File: src/rtl/core/amm_ram.sv
// ----------------------------------------------------------------------------
// amm_ram - simple dual-port RAM
// One write port, one read port with registered read data.
// ----------------------------------------------------------------------------
module amm_ram #(
	parameter int DEPTH = 64,
	parameter int WIDTH = 8,
	parameter int AW    = (DEPTH > 1) ? $clog2(DEPTH) : 1
) (
	input  logic             clk,
	input  logic             we,
	input  logic [AW-1:0]    waddr,
	input  logic [WIDTH-1:0] wdata,
	input  logic             re,
	input  logic [AW-1:0]    raddr,
	output logic [WIDTH-1:0] rdata
);

	logic [WIDTH-1:0] mem_q [DEPTH];
	logic [WIDTH-1:0] rdata_q;

	always_ff @(posedge clk) begin
		if (we) begin
			mem_q[waddr] <= wdata;
		end
		if (re) begin
			rdata_q <= mem_q[raddr];
		end
	end

	assign rdata = rdata_q;

endmodule

File: config.mk
export PLATFORM = sky130hd
export DESIGN_NAME = amm_ram
export DESIGN_NICKNAME = d
export VERILOG_FILES = /design/src/rtl/core/amm_ram.sv
export SDC_FILE = /design/constraint.sdc
export NUM_CORES = 1
export LEC_CHECK = 0
export ABC_AREA = 0
export ABC_CLOCK_PERIOD_IN_PS = 2600
export BUFFER_PORTS_ARGS = -buffer_cell sky130_fd_sc_hd__buf_2
export CAP_MARGIN = 5
export CORE_AREA = 2 2 188 209
export DETAILED_ROUTE_END_ITERATION = 16
export DIE_AREA = 0 0 190 211
export MAX_ROUTING_LAYER = met4
export PLACE_DENSITY = 0.65
export RECOVER_POWER = 50
export SKIP_CTS_REPAIR_TIMING = 1
export SYNTH_ARGS = -nofsm -noshare
export SYNTH_HDL_FRONTEND = slang
export SYNTH_SLANG_ARGS = --single-unit
export TNS_END_PERCENT = 5
File: constraint.sdc
create_clock -name clk -period 2.6 [get_ports clk]
set_input_delay 0.39 -clock clk [delete_from_list [all_inputs] [get_ports clk]]
set_output_delay 0.39 -clock clk [all_outputs]
set_load 0.05 [all_outputs]
==> Word level (Yosys, flattened, before mapping) <==
Memory sizes are Yosys's and may differ from the RTL's. A register that Yosys moved wholly into a read port is not among the register bits.
Cells that the tools add are included.
{ "word_totals": {"register_bits": 0, "ram_bits": 512, "inputBits": 23, "n_memories": 1} }
{ "memory_table": {"columns": ["memory", "words", "word_bits", "read_ports", "rd_clocked_by_memory_dff", "write_ports", "line_no", "text"], "rows": [
  ["mem_q", 64, 8, 1, 1, 1, "19", "logic [WIDTH-1:0] mem_q [DEPTH];"]
]} }
{ "op_classes": {"muxes": 2} }
{ "ops": {"columns": ["op", "n"], "rows": [
  ["two-way mux 1 bit", 2]
]} }

==> Depth between registers and ports, before layout <==
{ "depth": {"word_depth": 2, "mapped_depth": 9, "ltp_nobuf": 5} }

==> Worst setup path after synthesis <==
No wires, ideal clock.
{ "synth_path": {"kind": "in2reg", "start": "input raddr[1]", "end": "register rdata_q[3] (netlist: rdata[3]) (read register of mem_q) (data pin)", "t_arrival_ns": 1.930, "required_time_ns": 2.334, "setup_slack_ns": 0.404, "stages": 7, "cell_sequence": "buf_4 > buf_2 > buf_2 > mux4_2 > mux4_2 > o21ai_1 > o41ai_1"} }
{ "synth_rtl": {"columns": ["element", "line_no", "text"], "rows": [
  ["from (decl)", "15", "input logic [AW-1:0] raddr,"],
  ["to (decl)", "20", "logic [WIDTH-1:0] rdata_q;"]
]} }

==> flow_summary.ini <==
[status]
outcome = finished, violations left
violations = capacitance limit, slew limit

[final_layout]
final_cell_mix = edfxtp_1, mux4_2, buf_4, nor2_1, clkbuf_16
fin_cells = 1640
drive_above_1_share = 0.3178
fin_util = 0.6200
final_common_cell = edfxtp_1
area_delta_synth_final_pct = 15.80
nets = 1122

[placed_design]
place_inst = 1547
place_hpwl_um = 28100
portBuffers = 30
pre_cts_ws_ns = -0.2661
routabilityCongestion = 0.8178

[setup_path]
cp-startpoint = raddr[0]
cp-start-kind = primary input
critPathSlowestCell = a2111oi_0
end_kind = register
critical-path-top-delay-family = compound AO/OA/AOI/OAI gates
path_class = in -> reg
cp.required_ns = 2.90
r2r-start = mem_q[29][6]
critPathMaxFanout = 25
worst_ep_arrival_time_ns = 2.60
path_cells = clkbuf_8 > buf_12 > mux4_2 > nor2b_1 > a2111oi_0 > buf_4 > o41ai_1
critPathBufInv = 3
cp_slowest_stage_delay_ns = 0.75

[pwr]
worst_ir_drop_vdd_mv = 0.5755
power.density_nw_per_um2 = 757.2
cellLeakagePower_uw = 0.007572

[logic_synthesis]
synth_simple_gate_area_frac = 0.03374
syn_area_sq_um = 20250
synth_compound_area_frac = 0.02064
yosys.area_share.adder = 0
yosysTopAreaCell = edfxtp_1
synthMuxAreaShare = 0.1588
synthXorXnorAreaFrac = 0
yosys_register_bits = 520
syn_inst = 940
netlist.area_leader.share = 0.7712
synthTopCellsByArea = edfxtp_1, mux4_2, nor2_1
ys_seq_area_frac = 0.7712
avgSynthCellArea_sq_um = 21.54
yosysUniqueCellTypes = 39
synth_top_family_by_area = multiplexers
synth_fp_nets = 963
yosys_warnings = 0

[floorplan]
pin_count = 31
fp-row-count = 75
die_area_sq_um = 40090
initial_core_util = 0.5354
die_y_um = 211
core_sq_um = 37820
die_width_um = 190

[timing]
worst-slew-pin-transition_ns = 2.314
fmax_mhz = 435.8
finalClockSkew_ns = 0.01569
period_minus_slack_ns = 2.295
slew_viol_final = 119
finalCritPeriodShare = 0.8825
setup_violations = 0
timing.final.ws_setup_ns = 0.3055
slew_headroom = -0.5424
hold_viol = 0
setup_tns_ns = 0
rsz0062_at_grt = no

[clocking]
clkTransAtPathRegs_ns = 0.06
cts_sinks = 520
clkLatencyLatePin_ns = 0.57
htreeDepth = 2
cts_buffer_depth = 3
cts_made_buffers = 50
cts-root-buf = clkbuf_16
cts_tree = built

[drt]
first_pass_iters = 6
post_drt_wl_per_cell_um = 26.89
vias = 9799
viasPerCell = 5.975
drc = 0
antenna_left = 0
drt_iter0_drc = 976
wirelength_um = 44090

[worst_hold_path]
hold_path_class = in -> reg
hp-start = re

[grt]
grt.total_usage = 0.2352
antenna_found_initial = 1
grt_max_degree = 65
grt_pass1_vias = 10100
grt_pass1_wl_um = 65320
gr-total-overflow = 0

[run]
max-cap-violations = 3
-- report_power, final --
part | internal (uW) | switching [uW]
Clock | 4490 | 3000
Combinational | 367 | 567
Sequential | 9300 | 24.4
-- synth_stat cells (all sizes together) --
cell type,count
o21a,2
a2111oi,2
o32ai,2
o2bb2ai,3
edfxtp,520
o21ai,4
a31oi,1
buf,34
nor4,2
nor3,7
o221ai,8
o311ai,1
mux2,13
mux2i,23
mux4,126
a21oi,3
and2,1
a22oi,3
nand3b,3
o22ai,8
nand2b,7
nand3,13
nand4,2
a221oi,6
nand2,19
or3,1
o2111ai,3
nor2,83
a211oi,4
o221a,2
clkbuf,17
nor2b,14
nand4b,1
o41ai,2
-- through the flow --
stage	hold slack, ns	total power [uW]	instance area [sq um]
after floorplan	0.4889	10020	20250
after global placement	0.7925	10440	21820
after detailed placement	0.7913	10460	21820
after CTS	0.1907	17890	23520
after global routing	0.3577	18240	23450
final	0.3573	17750	23450
-- worst register-to-register path, stage by stage, from the launching register on --
cell and delay, ns:
edfxtp_1 0.36, mux4_2 0.48, mux2_2 0.28, o221a_2 0.27
nor3_1 0.44, o32ai_1 0.17
-- state kept, by name, indices dropped and copies added (netlist names) --
| register | count |
|---|---|
| mem_q | 512 |
| rdata | 8 |
-- final cells by class --
class	count	area, sq um
antenna	1	2.502
clock buffer	61	1314
multi-input combinational	369	4315
tap	500	625.6
sequential	520	15620
clock inverter	31	384.1
fill	2598	14370
timing repair buffer	158	1189
-- final timing paths --
kind                                  to  slack [ns]  depth (start not counted)
worst min-delay path            rdata[1]        0.36                          1
worst min register to register  rdata[2]        0.91                          4
worst max register to register  rdata[6]        0.34                          5
worst max-delay path            rdata[3]        0.31                          7
-- logic make-up after synthesis --
family,count (synthesis)
muxes,162
DFF,520
and+or+nand+nor,153
buffers and inverters,51
AOI/OAI and AO/OA,54
-- layer usage --
metal | vias up | track usage | routed length [um]
li1 | 4250 | - | -
met1 | 5133 | 0.3301 | 18600
met2 | 350 | 0.3651 | 21630
met3 | 66 | 0.03771 | 2863
met4 | 0 | 0.06576 | 1008
met5 | - | - | 0
Power figures use the tool's default switching activity.
