File: src/rtl/core/amm_pkg.sv
// ----------------------------------------------------------------------------
// amm_pkg - shared types and constants for the assignment cost solver
// Payload structs, sequencer states and fixed field widths.
// ----------------------------------------------------------------------------
package amm_pkg;

	localparam int MAX_N_DEF = 64;
	localparam int COST_W    = 16;
	localparam int DIST_W    = 26;
	localparam int TOTAL_W   = 23;
	localparam int RES_W     = 22;
	localparam int CFG_W     = 7;

	typedef struct packed {
		logic [5:0]        row_index;
		logic [5:0]        col_index;
		logic [COST_W-1:0] entry_cost;
		logic              last_entry;
	} in_t;

	typedef struct packed {
		logic [RES_W-1:0] min_total_cost;
		logic [RES_W-1:0] max_total_cost;
	} out_t;

	typedef enum logic [1:0] {
		V_SRC,
		V_ROW,
		V_COL,
		V_NONE
	} visit_t;

	typedef enum logic [3:0] {
		S_IDLE,
		S_SOLVE_INIT,
		S_FP_INIT,
		S_POP_RD,
		S_POP,
		S_VISIT,
		S_REL_A,
		S_REL_B,
		S_FP_END,
		S_ADD,
		S_AUG_RD,
		S_AUG_WR,
		S_PASS_END,
		S_OUT
	} state_t;

endpackage

File: src/rtl/core/amm_relax.sv
// ----------------------------------------------------------------------------
// amm_relax - shared edge relaxation unit
// Forms the candidate distance over one edge and decides whether it improves.
// ----------------------------------------------------------------------------
module amm_relax (
	input  logic signed [amm_pkg::DIST_W-1:0] du,
	input  logic signed [amm_pkg::DIST_W-1:0] dv,
	input  logic        [amm_pkg::COST_W-1:0] cost,
	input  logic                              wzero,
	input  logic                              wneg,
	input  logic                              reached,
	output logic signed [amm_pkg::DIST_W-1:0] cand,
	output logic                              take
);

	logic signed [amm_pkg::DIST_W-1:0] cw;
	logic signed [amm_pkg::DIST_W-1:0] w;

	always_comb begin
		cw = $signed(amm_pkg::DIST_W'(cost));
		if (wzero) begin
			w = '0;
		end else if (wneg) begin
			w = -cw;
		end else begin
			w = cw;
		end
		cand = du + w;
		take = !reached || (cand < dv);
	end

endmodule

File: config.mk
export PLATFORM = sky130hd
export DESIGN_NAME = amm_relax
export DESIGN_NICKNAME = d
export VERILOG_FILES = /design/src/rtl/core/amm_pkg.sv /design/src/rtl/core/amm_relax.sv
export SDC_FILE = /design/constraint.sdc
export NUM_CORES = 1
export LEC_CHECK = 0
export ABC_CLOCK_PERIOD_IN_PS = 13000
export BUFFER_PORTS_ARGS = -buffer_cell sky130_fd_sc_hd__buf_2
export CELL_PAD_IN_SITES_DETAIL_PLACEMENT = 0
export CELL_PAD_IN_SITES_GLOBAL_PLACEMENT = 1
export CORE_MARGIN = 3
export CORE_UTILIZATION = 35
export DETAILED_ROUTE_END_ITERATION = 7
export PLACE_DENSITY = 0.95
export SLEW_MARGIN = 20
export SYNTH_ARGS = -nofsm -noshare
export SYNTH_HDL_FRONTEND = slang
export SYNTH_SLANG_ARGS = --single-unit
File: constraint.sdc
create_clock -name vclk -period 13
set_input_delay 3.25 -clock vclk [all_inputs]
set_output_delay 3.25 -clock vclk [all_outputs]
set_load 0.02 [all_outputs]
======== Yosys cells after proc, flatten, opt, wreduce, memory -nomap -nowiden ========
Cells that the tools add are included.
word-level totals
  flip-flop bits (word level) ............. 0
  bits of input ports ..................... 71
  output and inout port bits .............. 27
  word-level logic and storage cells ...... 7
operators by class
  $add $sub $neg .......................... 2
  $lt $le $gt $ge ......................... 1
  multiplexer cells ....................... 2
  reductions and logical operators ........ 2
operators with widths
  kind                  count
  2-to-1 mux 26 bit     2
  adder 26 bit          1
  < comparator 26 bit   1
  negator 16 -> 26 bit  1
  logical NOT 1 bit     1
  logical OR 1 bit      1

======== Longest topological paths before layout ========
Gate-level depths: netlist of the first run.
  depth after elaboration ................. 6
  depth in mapped cells ................... 25

======== Least setup slack after synthesis of the first run ========
No wires, ideal clock.
  path type ............................... in2out
  from .................................... input port cost[1] (netlist bit)
  to ...................................... output port take
  arrival time ............................ 7.975 ns
  required time ........................... 9.750 ns
  setup slack ............................. 1.775 ns
  stages on the path ...................... 20
  cells stage by stage .................... or3_4 -> or3b_4 -> or4_4 -> o41ai_2 -> xor2_1 -> nor2_1 -> ha_1 -> and3_1 -> nand2_1 -> o221ai_1 -> o31ai_1 -> a21oi_1 -> o41a_1 -> xor2_1 -> ha_1 -> nand4_1 -> nor2_1 -> o211ai_1 -> o21ai_0 -> mux2_2
on the way
  longest elaborated chain between the ends .. 6
RTL lines
  item                      line             text
  start: declaration        amm_relax.sv:8   input logic [amm_pkg::COST_W-1:0] cost,
  negator 16 -> 26 bit      amm_relax.sv:24  w = -cw;
  2-to-1 mux 26 bit *       amm_relax.sv:23  end else if (wneg) begin
  2-to-1 mux 26 bit *       amm_relax.sv:21  if (wzero) begin
  adder 26 bit *            amm_relax.sv:28  cand = du + w;
  named net cand (one bit)  amm_relax.sv:12  output logic signed [amm_pkg::DIST_W-1:0] cand,
  < comparator 26 bit *     amm_relax.sv:29  take = !reached || (cand < dv);
  logical OR 1 bit *        amm_relax.sv:29
  end: declaration          amm_relax.sv:13  output logic take
The timed path passes the listed nets; every way through them passes the cells marked *.

======== Final worst setup path of the first run ========
  from .................................... input port cost[0] (netlist bit)
  to ...................................... output port take
on the way
  longest elaborated chain between the ends .. 6
RTL lines
  item                   line
  negator 16 -> 26 bit   amm_relax.sv:24
  2-to-1 mux 26 bit *    amm_relax.sv:23
  2-to-1 mux 26 bit *    amm_relax.sv:21
  adder 26 bit *         amm_relax.sv:28
  < comparator 26 bit *  amm_relax.sv:29
  logical OR 1 bit *     amm_relax.sv:29
Mark *: on every way between the ends. The rest lies on a longest branch, timed or not.

==> metrics.cfg, run 1 <==
[layout]
area_growth_pct=24.97
final_nets=540
nFlopsAndLatches=0
num_antenna_cells=0
n_clock_buffer=0
fillers=657
drive_gt1_share_pct=26.51
fin_util_pct=46.67
seq_area_sq_um=0

[global_route]
overflow=0
grt_pass1_wl_um=10160
track_usage_pct=15.85
antenna_found_initial=0
grt_pass1_vias=2276
grt_start_max_net_pins=18

[critical_path]
endpoint_kind=output port
path_delay_family=compound AO/OA/AOI/OAI gates
cp.buffers_inverters=3
cp_slowest_stage_delay_ns=0.52
cp_data_required_time_ns=9.75
critPathMaxFanout=6
crit_type=in -> out
slowest_stage=or4_1
arrival_ns=8.46
crit_path_start_kind=primary input

[power]
leakage_uw=0.001653
ir_worst_vdd_mv=0.03895
cellPowerDensity_nw_per_um2=63.77

[sta]
worst_slew_pin_slew_ns=0.6620
setup_viol=0
setup_tns_ns=0
hold_violations=0
maxSlewViolCount=0
min_period_ns=11.71
rsz0062_at_grt=false
slew_headroom_pct=55.50
fin_crit_sh_pct=90.04
timing.fmax_mhz=85.43

[drt]
vias_per_cell=5.094
wirelength_um=6314
antenna_left=0
initialDrtViolationCount=176
drc_errors=0
wire_per_inst_um=12.89
drtPass1Iterations=4
vias=2496

[logic_synthesis]
synth.most_common_cell=ha_1
yosysTopAreaCellShare_pct=27.87
syn_nets=445
synth.distinct_cells=51
yosysSeqAreaShare_pct=0
avgSynthCellArea_sq_um=7.111
yosys-top-cells-count=51 x ha_1, 37 x a21oi_1, 34 x inv_1
synth_cells=322
yosysWarnings=0
yosys-top-cells-area=ha_1 28%, xor2_1 8.8%, a21oi_1 8.1%
yosysTopAreaCell=ha_1
mappedNetlistArea_sq_um=2290

[floorplanning]
initial_utilization_pct=37.35
die-height_um=86.88
io-pin-count=98
rows=28
dieWidth_um=86.88
fp.coreArea_sq_um=6131
dieArea_sq_um=7548

[placed_design]
dp_hpwl_um=5750
gp_congestion=0.9223
numPortBuffers=98

[clock_tree]
hold_buffers=0
post-cts-setup-buffers=0
cts.repair.resized=0

[worst_hold_path]
hp-class=in -> out
whs_endpoint=cand[0]
whs_path_depth=3
hold_start=du[0]

[job]
maxCapViolations=0

[status]
status=finished clean

==> cells by family after synthesis <==
| family | after synthesis | share of synthesized area, % |
|---|---|---|
| AO/OA/AOI/OAI | 103 | 29.51 |
| AND/OR/NAND/NOR | 87 | 19.67 |
| adder cells (fa/ha/maj) | 52 | 28.74 |
| buffers and inverters | 40 | 6.611 |
| XOR/XNOR | 38 | 14.54 |
| multiplexers | 2 | 0.9289 |
==> stage by stage <==
stage	cell area [sq um]	total power [uW]	setup WS, ns	std cells	hold WS, ns
after floorplan	2290	127.3	1.775	322	6.719
after global placement	2855	180.0	1.439	490	6.861
after detailed placement	2855	183.0	1.336	490	6.863
after CTS	2855	183.8	1.303	490	6.863
after global routing	2861	205.5	0.8280	490	6.880
final	2861	182.5	1.295	490	6.856
==> worst max-delay path by stage <==
stage	start	endpoint	slack, ns	cells after the start
6_report	cost[0]	take	1.29	27
5_1_grt	cost[0]	take	0.83	25
4_1_cts	cost[0]	take	1.30	27
3_5_place_dp	cost[0]	take	1.34	27
3_3_place_gp	cost[0]	take	1.44	27
2_1_floorplan	cost[1]	take	1.77	20
==> tightest hold or removal path, cell delays in order <==
cell   delay, ns
buf_2       0.08
ha_1        0.12
buf_2       0.15
==> placed cells by master (no fill, tap or decap), types with 2 or more instances in the layout <==
cell type	Yosys	routed
nor3_1	4	4
nand3_1	3	3
a21o_1	21	21
buf_2	0	98
and3_1	4	4
o41ai_1	2	2
nor2_1	27	27
nand3b_1	2	2
xor2_1	23	23
o21bai_1	2	2
ha_1	51	51
nand4_1	6	6
nand2b_1	6	6
a31oi_1	4	4
o31ai_1	6	6
a21oi_1	37	37
or3_1	2	2
o21a_1	2	2
nand2_1	16	16
and2_1	3	3
nor2b_1	5	5
inv_1	34	34
or2_2	2	2
o21ai_0	12	12
xnor2_1	15	15
o211ai_1	2	2
a311oi_1	2	2
o2111ai_1	2	2
==> cell type report <==
class              count  area, sq um  area share (%)
well taps             75        93.84           3.279
multi-input cells    282         2145           74.95
inverters             35        132.6           4.635
repair buffers        98        490.5           17.14
==> where the power goes <==
part / leakage, uW / internal, uW / total (uW) / switching, uW
Sequential: 0 / 0 / 0 / 0
Combinational: 0.00165 / 75.4 / 182 / 107
Clock: 0 / 0 / 0 / 0
Total: 0.00165 / 75.4 / 182 / 107
==> layer usage <==
layer | up-vias | part of all wire, % | global-route usage (%)
met5 | - | 0 | 0
met4 | 0 | 0 | 0
met3 | 0 | 4.8 | 0.2838
met2 | 58 | 46 | 26.57
met1 | 1082 | 50 | 23.97
li1 | 1356 | - | -
No activity file was read; power rests on OpenSTA's default activity.
==> run 2: changes to the inputs <==
--- a/config.mk
+++ b/config.mk
@@ -9,7 +9,7 @@
 export BUFFER_PORTS_ARGS = -buffer_cell sky130_fd_sc_hd__buf_2
 export CELL_PAD_IN_SITES_DETAIL_PLACEMENT = 0
 export CELL_PAD_IN_SITES_GLOBAL_PLACEMENT = 1
-export CORE_MARGIN = 3
+export CORE_MARGIN = 2
 export CORE_UTILIZATION = 35
 export DETAILED_ROUTE_END_ITERATION = 7
 export PLACE_DENSITY = 0.95
==> run 2 against run 1 <==
Against the previous run:
- non-clock buffer count up 1
- utilization decreased by 1.6 points
- global-route usage is 1.1 points higher
- cell count is 0.61% higher
- sequential share of layout area did not move
- die area is 4.6% lower
- total power is 0.33% lower
- sequential cell count unchanged
- critical path depth decreased by 3
==> metrics.cfg, run 2 (same netlist as run 1, synthesis figures left out) <==
[worst_hold_path]
hp-class=in -> out  ; unchanged

[job]
maxCapViolations=0  ; unchanged

[layout]
seq_area_sq_um=0  ; unchanged
drive_gt1_share_pct=26.44  ; was 26.51%
area_growth_pct=25.14  ; was 24.97%
final_common_cell=buf_2  ; unchanged
num_antenna_cells=0  ; unchanged
final_cell_area_sq_um=2865  ; was 2861 sq um
n_clock_buffer=0  ; unchanged
most-common-layout-cells=98 x buf_2, 51 x ha_1, 37 x a21oi_1, 34 x inv_1, 27 x nor2_1  ; unchanged
nFlopsAndLatches=0  ; unchanged
final_nets=541  ; was 540
final_cells=493  ; was 490

[power]
ir_worst_vdd_mv=0.03277  ; was 0.03895 mV
leakage_uw=0.001657  ; was 0.001653 uW
p_total_uw=181.9  ; was 182.5 uW
cellPowerDensity_nw_per_um2=63.47  ; was 63.77 nW/um^2

[sta]
rsz0062_at_grt=false  ; unchanged
maxSlewViolCount=0  ; unchanged
setup_tns_ns=0  ; unchanged
setup_viol=0  ; unchanged
hold_violations=0  ; unchanged
timing.fmax_mhz=85.43  ; about the same
slew_headroom_pct=69.50  ; was 55.50%
worst_slew_pin_slew_ns=0.4516  ; was 0.6620 ns
fin_crit_sh_pct=90.04  ; about the same
min_period_ns=11.71  ; about the same
hold_slack_ns=6.858  ; was 6.856 ns

[placed_design]
numPortBuffers=98  ; unchanged
gp_congestion=0.9179  ; was 0.9223
placed_area_sq_um=2865  ; was 2855 sq um
dp_cells=493  ; was 490
dp_hpwl_um=5668  ; was 5750 um

[floorplanning]
die-height_um=84.88  ; was 86.88 um
fp.coreArea_sq_um=6350  ; was 6131 sq um
io-pin-count=98  ; unchanged
dieArea_sq_um=7205  ; was 7548 sq um
rows=29  ; was 28
dieWidth_um=84.88  ; was 86.88 um
initial_utilization_pct=36.06  ; was 37.35%

[clock_tree]
post-cts-setup-buffers=0  ; unchanged
hold_buffers=0  ; unchanged
cts.repair.resized=0  ; unchanged

[critical_path]
critPathMaxFanout=6  ; unchanged
crit_type=in -> out  ; unchanged
cp_data_required_time_ns=9.75  ; about the same
arrival_ns=8.46  ; about the same
crit_path_start_kind=primary input  ; unchanged
endpoint_kind=output port  ; unchanged

[drt]
drtPass1Iterations=4  ; unchanged
initialDrtViolationCount=103  ; was 176
vias=2504  ; was 2496
vias_per_cell=5.079  ; was 5.094
antenna_left=0  ; unchanged
wire_per_inst_um=12.75  ; was 12.89 um
drc_errors=0  ; unchanged
wirelength_um=6284  ; was 6314 um

[global_route]
grt_pass1_wl_um=10540  ; was 10160 um
grt_start_max_net_pins=18  ; unchanged
antenna_found_initial=0  ; unchanged
track_usage_pct=16.94  ; was 15.85%
grt_pass1_vias=2403  ; was 2276
overflow=0  ; unchanged

[status]
status=finished clean  ; unchanged

run 2: where the power goes:
group	switching (uW)	total, uW	leakage, uW	internal, uW
logic	107	182	0.00166	75.2
clock network	0	0	0	0
registers	0	0	0	0
run 2: critical path, cell delays in order:
cell	delay, ns
buf_2	0.11
or3_4	0.39
or3b_4	0.40
or4_4	0.45
o41ai_2	0.25
xor2_1	0.18
nor2_1	0.06
ha_1	0.34
and3_1	0.22
nand2_1	0.16
o221ai_1	0.17
o31ai_1	0.44
a21oi_1	0.13
o41a_1	0.34
xor2_1	0.17
ha_1	0.19
a21o_1	0.15
a21o_1	0.18
a21oi_1	0.13
o21ai_0	0.09
a21oi_1	0.10
o21ai_0	0.11
mux2_2	0.28
buf_2	0.16
run 2: final timing paths:
check | endpoint | depth (start not counted) | from
worst min-delay path | cand[0] | 3 | du[0]
worst max-delay path | take | 24 | cost[1]
run 2: metrics by stage:
step	utilization [%]	setup WS, ns
detailed placement	45.12	1.317
global placement	45.12	1.447
floorplan	-	1.775
CTS	45.12	1.285
global route	45.12	0.8178
finish	45.12	1.294
run 2: area by class of cell:
| class | count | area [sq um] |
|---|---|---|
| Fill cell | 667 | 3485 |
| Inverter | 35 | 132.6 |
| Multi-Input combinational cell | 282 | 2138 |
| Tap cell | 77 | 96.34 |
| Timing Repair Buffer | 99 | 498.0 |
run 2: layer usage:
metal	vias to the layer above	wire, um	GRT usage [%]
met5	-	0	0
met4	0	28	1.010
met3	2	207	0.4864
met2	56	2912	29.92
met1	1091	3136	24.13
li1	1355	-	-
==> run 3: changes to the inputs <==
--- a/config.mk
+++ b/config.mk
@@ -9,7 +9,7 @@
 export BUFFER_PORTS_ARGS = -buffer_cell sky130_fd_sc_hd__buf_2
 export CELL_PAD_IN_SITES_DETAIL_PLACEMENT = 0
 export CELL_PAD_IN_SITES_GLOBAL_PLACEMENT = 1
-export CORE_MARGIN = 2
+export CORE_MARGIN = 4
 export CORE_UTILIZATION = 35
 export DETAILED_ROUTE_END_ITERATION = 7
 export PLACE_DENSITY = 0.95
==> run 3 against run 2 <==
Against the previous run:
- critical path depth rose by 3
- largest power group unchanged
- die area rose by 9.6%
- utilization did not move
- routed wire length rose by 5.4%
- critical endpoint unchanged
==> metrics.cfg, run 3 (same netlist as run 1, synthesis figures left out) <==
[placed_design]
dp_hpwl_um=6035  ; was 5668 um
numPortBuffers=98  ; unchanged
dp_cells=493  ; unchanged
place_ws_ns=1.305  ; was 1.317 ns
gp_congestion=0.9609  ; was 0.9179

[drt]
antenna_left=0  ; unchanged
wire_per_inst_um=13.44  ; was 12.75 um
wirelength_um=6626  ; was 6284 um
drc_errors=0  ; unchanged
drtPass1Iterations=4  ; unchanged
vias_per_cell=5.225  ; was 5.079
vias=2576  ; was 2504
initialDrtViolationCount=179  ; was 103

[global_route]
grt_start_max_net_pins=18  ; unchanged
grt_pass1_wl_um=10490  ; was 10540 um
antenna_found_initial=0  ; unchanged
overflow=0  ; unchanged
track_usage_pct=16.00  ; was 16.94%
grt_pass1_vias=2383  ; was 2403

[worst_hold_path]
whs_path_depth=3  ; unchanged
hp-class=in -> out  ; unchanged

[floorplanning]
fp.coreArea_sq_um=6350  ; unchanged
die-height_um=88.88  ; was 84.88 um
dieWidth_um=88.88  ; was 84.88 um
dieArea_sq_um=7900  ; was 7205 sq um
initial_utilization_pct=36.06  ; unchanged
rows=29  ; unchanged
io-pin-count=98  ; unchanged

[sta]
maxSlewViolCount=0  ; unchanged
hold_violations=0  ; unchanged
timing.fmax_mhz=85.36  ; was 85.43 MHz
slew_headroom_pct=71.78  ; was 69.50%
min_period_ns=11.71  ; about the same
worst_slew_pin_slew_ns=0.4198  ; was 0.4516 ns
setup_tns_ns=0  ; unchanged
fin_crit_sh_pct=90.11  ; was 90.04%
fin_ws_ns=1.285  ; was 1.294 ns
setup_viol=0  ; unchanged
rsz0062_at_grt=false  ; unchanged

[layout]
area_growth_pct=25.14  ; unchanged
final_common_cell=buf_2  ; unchanged
drive_gt1_share_pct=26.44  ; unchanged
num_antenna_cells=0  ; unchanged
final_nets=541  ; unchanged
n_clock_buffer=0  ; unchanged
most-common-layout-cells=98 x buf_2, 51 x ha_1, 37 x a21oi_1, 34 x inv_1, 27 x nor2_1  ; unchanged
final_cells=493  ; unchanged
nFlopsAndLatches=0  ; unchanged
seq_area_sq_um=0  ; unchanged
fillers=651  ; was 667

[power]
leakage_uw=0.001657  ; unchanged
ir_worst_vdd_mv=0.03318  ; was 0.03277 mV
cellPowerDensity_nw_per_um2=64.10  ; was 63.47 nW/um^2

[critical_path]
arrival_ns=8.46  ; about the same
critPathMaxFanout=6  ; unchanged
path_delay_family=compound AO/OA/AOI/OAI gates  ; unchanged
crit_path_start_kind=primary input  ; unchanged
slowest_stage=or4_1  ; was or4_4
endpoint_kind=output port  ; unchanged
cp_slowest_stage_delay_ns=0.52  ; was 0.45 ns
crit_type=in -> out  ; unchanged
cp.buffers_inverters=3  ; was 2
cp_data_required_time_ns=9.75  ; about the same
cp.depth=27  ; was 24

[job]
maxCapViolations=0  ; unchanged

[clock_tree]
cts.repair.resized=0  ; unchanged
post-cts-setup-buffers=0  ; unchanged
hold_buffers=0  ; unchanged

[status]
status=finished clean  ; unchanged

## run 3: cell counts in the layout (fill, tap and decap cells not counted)
No cell type changed its count.
## run 3: per-layer routing
layer	global-route usage [%]	part of all wire [%]	vias to the layer above
li1	-	-	1355
met1	21.93	47	1169
met2	29.42	49	52
met3	0.4655	4.5	0
met4	0.1374	0	0
met5	0	0	-
## run 3: cell type report
class              instances  area [sq um]  share of cell area, %
inverters                 35         132.6                  4.629
repair buffers            99         498.0                  17.38
well taps                 77         96.34                  3.362
multi-input cells        282          2138                  74.63
## run 3: metrics by stage
step                      instance area (sq um)  hold slack [ns]  total power, uW  util, %
after floorplan                            2290            6.719            127.3        -
after global placement                     2865            6.862            180.6    45.12
after detailed placement                   2865            6.866            184.5    45.12
after CTS                                  2865            6.866            185.1    45.12
after global routing                       2865            6.892            205.3    45.12
final                                      2865            6.859            183.7    45.12
## run 3: worst paths after layout
kind | startpoint | to
worst max-delay path | cost[0] | take
worst min-delay path | du[0] | cand[0]
## run 3: power breakdown
part           switching, uW  leakage, uW  internal, uW
Combinational            108      0.00166          75.5
Sequential                 0            0             0
Clock                      0            0             0
## run 3: worst min-delay path, stage by stage
cell	delay, ns
buf_2	0.08
ha_1	0.13
buf_2	0.16
